--- src/rtl/llq_pkg.sv ---
// ----------------------------------------------------------------------------
// llq_pkg
// Shared types and constants for the linked-list queue with a free pool.
// ----------------------------------------------------------------------------
`default_nettype none

package llq_pkg;

   localparam int DEFAULT_POOL_DEPTH = 16;
   localparam int DATA_W             = 32;
   localparam int STATUS_W           = 2;

   typedef enum logic {
      REQ_ENQUEUE = 1'b0,
      REQ_DEQUEUE = 1'b1
   } req_code_type;

   typedef enum logic [STATUS_W-1:0] {
      STATUS_OK        = 2'd0,
      STATUS_OVERFLOW  = 2'd1,
      STATUS_UNDERFLOW = 2'd2
   } status_code_type;

endpackage : llq_pkg

`default_nettype wire

--- src/rtl/llq_ram.sv ---
// ----------------------------------------------------------------------------
// llq_ram
// Generic single-write, single-read RAM with a registered read port.
// ----------------------------------------------------------------------------
`default_nettype none

module llq_ram #(
   parameter int WIDTH = 32,
   parameter int DEPTH = 16,
   localparam int ADDR_W = (DEPTH > 1) ? $clog2(DEPTH) : 1
) (
   input  wire logic              clock,
   input  wire logic              wr_en,
   input  wire logic [ADDR_W-1:0] wr_addr,
   input  wire logic [WIDTH-1:0]  wr_data,
   input  wire logic [ADDR_W-1:0] rd_addr,
   output logic      [WIDTH-1:0]  rd_data
);

   logic [WIDTH-1:0] mem_ff [DEPTH];

   always_ff @(posedge clock) begin
      if (wr_en) begin
         mem_ff[wr_addr] <= wr_data;
      end
      rd_data <= mem_ff[rd_addr];
   end

endmodule : llq_ram

`default_nettype wire

--- src/rtl/linked_list_queue_with_free_pool_unit.sv ---
// ----------------------------------------------------------------------------
// linked_list_queue_with_free_pool_unit
// FIFO queue kept as a linked list in a pool of nodes, with a free list.
// ----------------------------------------------------------------------------
//   Channel  Ports                         Dir  Beat
//   req      req_valid/ready, req_type,    in   enqueue value or dequeue
//            req_value_in
//   rsp      rsp_valid/ready, rsp_status,  out  status and dequeued value
//            rsp_value_out
//
// One beat is accepted per cycle whenever the result register is empty or
// is being drained; the result is registered and appears in the cycle after acceptance.
// The pool RAMs are read ahead at the next head pointers, and a
// same-cycle write to the address being read is forwarded.
// The link RAM needs no clearing pass at reset because nodes never handed
// out are tracked by a watermark.
// A stalled result register holds req_ready low until it is taken.
// ----------------------------------------------------------------------------
`default_nettype none

module linked_list_queue_with_free_pool_unit
   import llq_pkg::*;
#(
   parameter int POOL_DEPTH = DEFAULT_POOL_DEPTH
) (
   input  wire logic              clock,
   input  wire logic              reset,
   input  wire logic              req_valid,
   output logic                   req_ready,
   input  wire logic              req_type,
   input  wire logic [DATA_W-1:0] req_value_in,
   output logic                   rsp_valid,
   input  wire logic              rsp_ready,
   output logic [STATUS_W-1:0]    rsp_status,
   output logic [DATA_W-1:0]      rsp_value_out
);

   localparam int IDX_W  = (POOL_DEPTH > 1) ? $clog2(POOL_DEPTH) : 1;
   localparam int LINK_W = $clog2(POOL_DEPTH + 1);
   localparam logic [LINK_W-1:0] NULL_LINK = LINK_W'(POOL_DEPTH);
   localparam logic [LINK_W-1:0] TOP_NODE  = LINK_W'(POOL_DEPTH - 1);

   // Queue state.
   logic [IDX_W-1:0]  front_ff, front_in;
   logic [IDX_W-1:0]  tail_ff, tail_in;
   logic              empty_ff, empty_in;
   logic [LINK_W-1:0] free_head_ff, free_head_in;
   // Nodes below this mark were never handed out and still link to index-1.
   logic [LINK_W-1:0] fresh_ff, fresh_in;

   // Result register.
   logic                  rsp_valid_ff;
   status_code_type       rsp_status_ff, rsp_status_in;
   logic [DATA_W-1:0]     rsp_value_ff, rsp_value_in;

   // RAM write side.
   logic              link_we;
   logic [IDX_W-1:0]  link_wa;
   logic [LINK_W-1:0] link_wd;
   logic              pay_we;
   logic [IDX_W-1:0]  pay_wa;

   // RAM read side and forwarding.
   logic [IDX_W-1:0]  free_rd_addr, front_rd_addr;
   logic [LINK_W-1:0] free_link_ram, front_link_ram;
   logic [DATA_W-1:0] front_pay_ram;
   logic              free_hit_ff, front_hit_ff, pay_hit_ff;
   logic [LINK_W-1:0] link_fwd_ff;
   logic [DATA_W-1:0] pay_fwd_ff;

   logic              accept;
   logic [IDX_W-1:0]  free_idx;
   logic              free_is_fresh;
   logic [LINK_W-1:0] free_next;
   logic [LINK_W-1:0] front_next;
   logic [DATA_W-1:0] front_value;

   assign req_ready = !reset && (!rsp_valid_ff || rsp_ready);
   assign accept    = req_valid && req_ready;

   assign free_idx      = free_head_ff[IDX_W-1:0];
   assign free_is_fresh = free_head_ff < fresh_ff;

   always_comb begin
      if (free_is_fresh) begin
         free_next = (free_head_ff == '0) ? NULL_LINK : free_head_ff - LINK_W'(1);
      end else if (free_hit_ff) begin
         free_next = link_fwd_ff;
      end else begin
         free_next = free_link_ram;
      end
   end

   assign front_next  = front_hit_ff ? link_fwd_ff : front_link_ram;
   assign front_value = pay_hit_ff ? pay_fwd_ff : front_pay_ram;

   always_comb begin
      front_in      = front_ff;
      tail_in       = tail_ff;
      empty_in      = empty_ff;
      free_head_in  = free_head_ff;
      fresh_in      = fresh_ff;
      link_we       = 1'b0;
      link_wa       = tail_ff;
      link_wd       = LINK_W'(free_idx);
      pay_we        = 1'b0;
      pay_wa        = free_idx;
      rsp_status_in = STATUS_OK;
      rsp_value_in  = '0;
      if (accept) begin
         case (req_code_type'(req_type))
            REQ_ENQUEUE: begin
               if (free_head_ff == NULL_LINK) begin
                  rsp_status_in = STATUS_OVERFLOW;
               end else begin
                  free_head_in = free_next;
                  if (free_is_fresh) begin
                     fresh_in = free_head_ff;
                  end
                  pay_we = 1'b1;
                  // The tail's own link is never read, so only the old
                  // tail needs a write.
                  if (empty_ff) begin
                     front_in = free_idx;
                  end else begin
                     link_we = 1'b1;
                  end
                  tail_in  = free_idx;
                  empty_in = 1'b0;
               end
            end
            REQ_DEQUEUE: begin
               if (empty_ff) begin
                  rsp_status_in = STATUS_UNDERFLOW;
               end else begin
                  rsp_value_in = front_value;
                  link_we      = 1'b1;
                  link_wa      = front_ff;
                  link_wd      = free_head_ff;
                  free_head_in = LINK_W'(front_ff);
                  if (front_ff == tail_ff) begin
                     empty_in = 1'b1;
                     front_in = '0;
                  end else begin
                     front_in = front_next[IDX_W-1:0];
                  end
               end
            end
            default: begin
               rsp_status_in = STATUS_OK;
            end
         endcase
      end
   end

   assign free_rd_addr  = free_head_in[IDX_W-1:0];
   assign front_rd_addr = front_in;

   always_ff @(posedge clock) begin
      if (reset) begin
         front_ff     <= '0;
         tail_ff      <= '0;
         empty_ff     <= 1'b1;
         free_head_ff <= TOP_NODE;
         fresh_ff     <= NULL_LINK;
         rsp_valid_ff <= 1'b0;
         free_hit_ff  <= 1'b0;
         front_hit_ff <= 1'b0;
         pay_hit_ff   <= 1'b0;
      end else begin
         front_ff     <= front_in;
         tail_ff      <= tail_in;
         empty_ff     <= empty_in;
         free_head_ff <= free_head_in;
         fresh_ff     <= fresh_in;
         if (accept) begin
            rsp_valid_ff <= 1'b1;
         end else if (rsp_ready) begin
            rsp_valid_ff <= 1'b0;
         end
         free_hit_ff  <= link_we && (link_wa == free_rd_addr);
         front_hit_ff <= link_we && (link_wa == front_rd_addr);
         pay_hit_ff   <= pay_we && (pay_wa == front_rd_addr);
      end
   end

   always_ff @(posedge clock) begin
      link_fwd_ff <= link_wd;
      pay_fwd_ff  <= req_value_in;
      if (accept) begin
         rsp_status_ff <= rsp_status_in;
         rsp_value_ff  <= rsp_value_in;
      end
   end

   // Two copies of the link store give the free-list and the front reads.
   llq_ram #(
      .WIDTH (LINK_W),
      .DEPTH (POOL_DEPTH)
   ) u_free_link_ram (
      .clock   (clock),
      .wr_en   (link_we),
      .wr_addr (link_wa),
      .wr_data (link_wd),
      .rd_addr (free_rd_addr),
      .rd_data (free_link_ram)
   );

   llq_ram #(
      .WIDTH (LINK_W),
      .DEPTH (POOL_DEPTH)
   ) u_front_link_ram (
      .clock   (clock),
      .wr_en   (link_we),
      .wr_addr (link_wa),
      .wr_data (link_wd),
      .rd_addr (front_rd_addr),
      .rd_data (front_link_ram)
   );

   llq_ram #(
      .WIDTH (DATA_W),
      .DEPTH (POOL_DEPTH)
   ) u_payload_ram (
      .clock   (clock),
      .wr_en   (pay_we),
      .wr_addr (pay_wa),
      .wr_data (req_value_in),
      .rd_addr (front_rd_addr),
      .rd_data (front_pay_ram)
   );

   assign rsp_valid     = rsp_valid_ff;
   assign rsp_status    = rsp_status_ff;
   assign rsp_value_out = rsp_value_ff;

endmodule : linked_list_queue_with_free_pool_unit

`default_nettype wire

--- config.mk ---
export PLATFORM = sky130hd
export DESIGN_NAME = linked_list_queue_with_free_pool_unit
export DESIGN_NICKNAME = d
export VERILOG_FILES = /design/src/rtl/llq_pkg.sv /design/src/rtl/llq_ram.sv /design/src/rtl/linked_list_queue_with_free_pool_unit.sv
export SDC_FILE = /design/constraint.sdc
export NUM_CORES = 1
export LEC_CHECK = 0
export BUFFER_PORTS_ARGS = -buffer_cell sky130_fd_sc_hd__buf_2
export CAP_MARGIN = 25
export CORE_ASPECT_RATIO = 2
export CORE_MARGIN = 4
export CORE_UTILIZATION = 65
export DETAILED_ROUTE_END_ITERATION = 12
export PLACE_DENSITY_LB_ADDON = 0.15
export SLEW_MARGIN = 20
export SYNTH_ARGS = -nofsm -noshare
export SYNTH_HDL_FRONTEND = slang
export SYNTH_SLANG_ARGS = --single-unit
--- constraint.sdc ---
create_clock -name clock -period 8.8 [get_ports clock]
set_clock_uncertainty 0.2 [all_clocks]
set_input_delay 1.76 -clock clock [delete_from_list [all_inputs] [get_ports clock]]
set_output_delay 1.76 -clock clock [all_outputs]
set_load 0.01 [all_outputs]
# Word-level counts from Yosys, hierarchy flattened
# Memories as Yosys holds them, arrays and structs flattened. A register that Yosys moved wholly into a read port is not among the register bits.
# Index checks and enable logic that the tools add are counted.
[totals]
wordCells = 84
register_bits = 94
mem_bits_rw = 672
output_inout_bits = 36
input_bits = 37
memories = 3
[memory_table]
columns = ["name", "words", "width", "read_ports", "rd_clocked_by_memory_dff", "write_ports", "line_no", "rtl"]
rows = [
  ["u_payload_ram.mem_ff", 16, 32, 1, 1, 1, "llq_ram.sv:20", "logic [WIDTH-1:0] mem_ff [DEPTH];"],
  ["u_free_link_ram.mem_ff", 16, 5, 1, 1, 1, "llq_ram.sv:20", ""],
  ["u_front_link_ram.mem_ff", 16, 5, 1, 1, 1, "llq_ram.sv:20", ""],
]
[classes]
bitwise = 2
n_mux = 41
addsub = 1
n_eq_ne = 7
reduce_logical = 15
n_lt_le_gt_ge = 1
[ops]
columns = ["cell", "n"]
rows = [
  ["$mux 4", 10],
  ["$mux 5", 8],
  ["$mux 32", 1],
  ["$eq 4x4->1", 4],
  ["$mux 1", 16],
  ["$pmux 5 s2", 1],
  ["$pmux 4 s2", 1],
  ["$reduce_and 3->1", 2],
  ["$eq 5x5->1 const B", 1],
  ["$logic_and 1x1->1", 5],
  ["$logic_not 5->1", 1],
  ["$lt 5x5->1", 1],
  ["$sub 5x1->5 const B", 1],
  ["$ne 2x2->1 const B", 2],
  ["$pmux 1 s2", 2],
  ["$pmux 2 s2", 1],
  ["$reduce_and 4->1", 1],
  ["$logic_not 1->1", 2],
  ["$mux 2", 1],
  ["$not 1->1", 2],
  ["$reduce_and 2->1", 1],
  ["$reduce_bool 2->1", 1],
  ["$reduce_or 2->1", 1],
  ["$logic_or 1x1->1", 1],
]

# Depth between registers and ports, before layout
[logic_depth]
word_depth = 8
ltp_mapped = 14
ltp_nobuf = 10

# Cells and area by module
# Synthesis repeated with hierarchy kept, for this count alone.
[hier_totals]
cells_unflattened = 1535
hier_area_um2 = 30415.4
[modules_own_cells]
columns = ["mod", "cells_each", "area_per_inst_um2", "instances", "seq_area_each_um2"]
rows = [
  ["llq_ram (u_payload_ram)", 838, 19854.0, 1, 16015.4],
  ["llq_ram (u_free_link_ram ...)", 155, 3213.1, 2, 2502.4],
  ["linked_list_queue_with_free_pool_unit", 387, 4135.2, 1, 2222.1],
]

# Worst setup path before layout
# OpenSTA, ideal clock, no wires.
[synth_path]
path_kind = "input to register"
start = "input reset"
end = "memory u_payload_ram.mem_ff[0][0], enable pin"
t_required_ns = 8.139
slack_ns = 3.094
cell_stages = 6
arrival_time_ns = 5.045
path_buffers = 2
setup_time_ns = 0.461
path_cell_list = "nand2b_1 buf_4 nor4_4 clkbuf_1 nand2_1 nor3_1"
[synth_via]
elab_chain_len = 6
[synth_rtl]
columns = ["item", "line_no", "rtl"]
rows = [
  ["start, declared", "linked_list_queue_with_free_pool_unit.sv:27", "input wire logic reset,"],
  ["$logic_not 1->1", "linked_list_queue_with_free_pool_unit.sv:78", "assign req_ready = !reset && (!rsp_valid_ff || rsp_ready);"],
  ["$logic_and 1x1->1", "linked_list_queue_with_free_pool_unit.sv:78", ""],
  ["$logic_and 1x1->1", "linked_list_queue_with_free_pool_unit.sv:79", "assign accept = req_valid && req_ready;"],
  ["$mux 1", "linked_list_queue_with_free_pool_unit.sv:110", "if (accept) begin"],
  ["$mux 1", "llq_ram.sv:23", "if (wr_en) begin"],
  ["$mux 1 (not written as such)", "llq_ram.sv:24", "mem_ff[wr_addr] <= wr_data;"],
  ["end, declared", "llq_ram.sv:20", ""],
]
# No other way between the ends.

# Worst setup path in the final report
[layout_path]
start = "input reset"
end = "register u_front_link_ram.rd_data[1], read port of u_front_link_ram.mem_ff"
[layout_via]
elab_chain_len = 4
[layout_rtl]
columns = ["item", "line_no", "rtl"]
rows = [
  ["$logic_not 1->1", "linked_list_queue_with_free_pool_unit.sv:78", ""],
  ["$logic_and 1x1->1", "linked_list_queue_with_free_pool_unit.sv:78", ""],
  ["$logic_and 1x1->1", "linked_list_queue_with_free_pool_unit.sv:79", ""],
  ["named net accept", "linked_list_queue_with_free_pool_unit.sv:71", "logic accept;"],
  ["$mux 4", "linked_list_queue_with_free_pool_unit.sv:110", ""],
  ["end, declared", "llq_ram.sv:17", "output logic [WIDTH-1:0] rd_data"],
]
# The timed path passes the listed nets, and every way through them passes these cells.
# A chain may end at the register's enable or synchronous reset.

==> impl_metrics.py <==
metrics = {
    "logic_synthesis": {
        "ys_warn_count": 0,
        "syn-instance-count": 1711,
        "synth.lib_cells_used.distinct": 63,
        "async_s_r_ff_share_synth": 0,
        "synth_nets": 1757,
        "yosys_register_bits": 727,
        "ys.flop_type": "edfxtp_1",
        "synth.cell_area_um2": 28100,
        "proportion_of_synthesized_chip_area_in_sequential_cells": 0.741,
        "synth_enable_flop_cells": 626,
        "syn-mean-instance-area_um2": 16.4,
    },
    "placement": {
        "dpl-instance-area_um2": 29100,
        "dp_hpwl_mm": 36.7,
        "gp_congestion": 0.949,
        "buffer_ports.inserted": 72,
    },
    "outcome": {
        "outcome": "finished clean",
    },
    "cts": {
        "root_buffer": "clkbuf_16",
        "path_clk_slew_ns": 0.06,
        "holdBufCountCts": 0,
        "clk-insertion-delay-late_ns": 0.60,
        "tritoncts.num_buffers": 59,
        "ctsHtreeMaxLevel": 2,
        "tritoncts": "done",
        "clk_path_buf_depth": 3,
        "clk_sink_count": 727,
        "post_cts.resized_instances": 0,
        "post-cts-setup-buffer-count": 0,
    },
    "power": {
        "leakage_nw": 10.4,
        "pwr_density_cell_nw_per_um2": 234,
        "vdd_drop_max_mv": 0.206,
    },
    "finish": {
        "area.growth.synth_to_final_pct": 11.3,
        "final_area_um2": 31300,
        "layout.nets": 1829,
        "post_route_cells_drive_above_1_share": 0.137,
    },
    "setup_path": {
        "crit_path_max_incr_delay_ns": 0.67,
        "crit_path_start_kind": "primary input",
        "worstSetupEndpointType": "register",
        "worst_path_buffer_plus_inverter_count": 3,
        "worstRegToRegCells": 12,
        "critical_path_class": "primary input to register",
        "worst_path_cell_trace": "buf_2, nand2b_1, or2_1, inv_2, and2_1, o311ai_1, o221ai_1, or3b_2, buf_4, o22ai_1, or4_1",
        "crit_arrival_ns": 6.06,
        "cpLargestDelayFamily": "simple AND/OR/NAND/NOR gates",
        "timing.critical_path.depth": 11,
        "required_ns": 9.07,
        "critPathSlowestCell": "or3b_2",
        "worst_path_fanout_max": 25,
    },
    "routing": {
        "finalWirelength_mm": 65.8,
        "routed-via-count": 15800,
        "drt-vias-per-instance": 6.62,
        "antenna_violating_nets_post_route": 0,
        "avgRoutedWirePerCell_um": 27.6,
        "drt_drc_violations_left": 0,
        "number_of_violations_reported_at_the_end_of_detailed_routing_iteration_0": 1454,
        "dr.pass1.iters": 6,
    },
    "floorplan": {
        "number_of_standard_cell_rows_in_the_floorplan": 107,
        "initial_util": 0.658,
        "die_area_um2": 46800,
        "floorplan.die.width_um": 155,
        "core_area_um2": 42700,
        "die_height_um": 302,
        "pin_count": 73,
    },
    "run": {
        "max_cap_violation_count": 0,
    },
    "sta": {
        "hold_viol": 0,
        "setup_viol_count_final": 0,
        "achievable-frequency_mhz": 173,
        "worstMarginPinSlew_ns": 1.11,
        "max_slew_headroom": 0.262,
        "period_minus_slack_ns": 5.79,
        "fin_setup_tns_ns": 0,
        "unrepaired_setup_endpoints_after_global_routing": "false",
        "maxSlewViolCount": 0,
        "final_period_util": 0.658,
    },
    "hold_path": {
        "timing.hold.worst_path_depth": 2,
        "worstHoldPathType": "register to register",
    },
    "global_routing": {
        "initial_antenna_violation_count": 3,
        "grt_overflow_total": 0,
        "grt_pass1_vias": 16100,
        "grt_start_max_net_pins": 143,
        "grt_first_pass_wirelength_mm": 97.1,
        "grt.total_usage": 0.280,
    },
}
==> flip-flops by register name (all words and copies together) (netlist names) <==
signal / flops
u_payload_ram.mem_ff: 512
u_front_link_ram.mem_ff: 80
pay_hit_ff: 1
rsp_value_out: 32
fresh_ff: 5
u_free_link_ram.rd_data: 5
empty_ff: 1
free_head_ff: 5
rsp_status: 2
u_front_link_ram.rd_data: 4
front_ff: 4
link_fwd_ff: 5
front_hit_ff: 1
free_hit_ff: 1
tail_ff: 4
pay_fwd_ff: 32
rsp_valid: 1
u_payload_ram.rd_data: 32
==> worst min-delay path, delay by kind of cell, from the launching register on <==
family / cells / cell delay [ns]
simple gates: 1 / 0.06
compound gates: 1 / 0.05
flops: 1 / 0.33
==> stage by stage <==
stage               std cells  total power (W)  setup WS [ns]  utilization  hold slack [ns]
floorplan                1711          0.00432           3.09            -            0.254
global placement         2263          0.00449           2.38        0.679            0.262
detailed placement       2267          0.00451           2.49        0.682            0.276
CTS                      2379          0.00733           3.11        0.732            0.287
global route             2379          0.00752           2.75        0.732            0.322
finish                   2382          0.00731           3.01        0.732            0.292
==> final cells by class <==
class,count,area (µm²)
Antenna cell,3,7.51
Clock buffer,79,1650
Clock inverter,33,504
Fill cell,2590,11400
Inverter,11,41.3
Multi-Input combinational cell,873,6830
Sequential cell,727,20800
Tap cell,545,682
Timing Repair Buffer,111,743
==> power breakdown <==
part / switching, W / leakage (nW) / internal (W)
Clock: 0.00118 / 1.03 / 0.00168
Combinational: 0.000376 / 2.89 / 0.000221
Sequential: 0.0000334 / 6.52 / 0.00381
==> metal layers <==
| metal | track usage | up-vias | routed length, µm |
|---|---|---|---|
| li1 | - | 6864 | - |
| met1 | 0.329 | 7957 | 23400 |
| met2 | 0.505 | 729 | 34700 |
| met3 | 0.0385 | 205 | 4290 |
| met4 | 0.134 | 2 | 3430 |
| met5 | 0 | - | 7 |
==> cell usage after synthesis (7+ instances only) <==
| library cell | number | share of area |
|---|---|---|
| edfxtp_1 | 626 | 0.67 |
| mux2i_1 | 334 | 0.12 |
| o22ai_1 | 144 | 0.032 |
| dfxtp_1 | 101 | 0.072 |
| nor2_1 | 81 | 0.011 |
| nand2_1 | 66 | 0.0088 |
| clkbuf_1 | 41 | 0.0055 |
| or4_1 | 40 | 0.011 |
| buf_2 | 26 | 0.0046 |
| a21oi_1 | 20 | 0.0036 |
| a211oi_1 | 19 | 0.0051 |
| buf_6 | 18 | 0.0072 |
| a21boi_0 | 17 | 0.0045 |
| a311oi_1 | 17 | 0.0053 |
| nand2b_1 | 16 | 0.0036 |
| buf_4 | 11 | 0.0029 |
| nor3_1 | 11 | 0.0020 |
| inv_1 | 10 | 0.0013 |
| ha_1 | 9 | 0.0040 |
| xnor2_1 | 8 | 0.0025 |
| xor2_1 | 8 | 0.0025 |
| nor2b_1 | 7 | 0.0016 |
| o21ai_0 | 7 | 0.0012 |
==> logic make-up after synthesis <==
family	share of synthesized area
buf+inv	0.0223
xor+xnor	0.00499
compound gates	0.0628
simple gates	0.0451
flops	0.741
mux	0.120
fa+ha+maj	0.00401
==> path summary, 6_finish.rpt <==
path / endpoint / start / slack, ns
worst max-delay path: u_front_link_ram.rd_data[1] / reset / 3.01
worst min-delay path: tail_ff[3] / tail_ff[3] / 0.29
worst max register to register: u_payload_ram.rd_data[3] / free_head_ff[1] / 3.82
worst min register to register: tail_ff[3] / tail_ff[3] / 0.29
==> cells in the final DEF (no fill, tap or decap), drive strengths merged, types with 17 or more instances in the layout <==
master	count
a211oi	19
a21boi	17
a21oi	20
a311oi	18
buf	111
clkbuf	79
dfxtp	101
edfxtp	626
mux2i	334
nand2	66
nor2	82
o22ai	144
or4	40
Power figures use the tool's default switching activity.
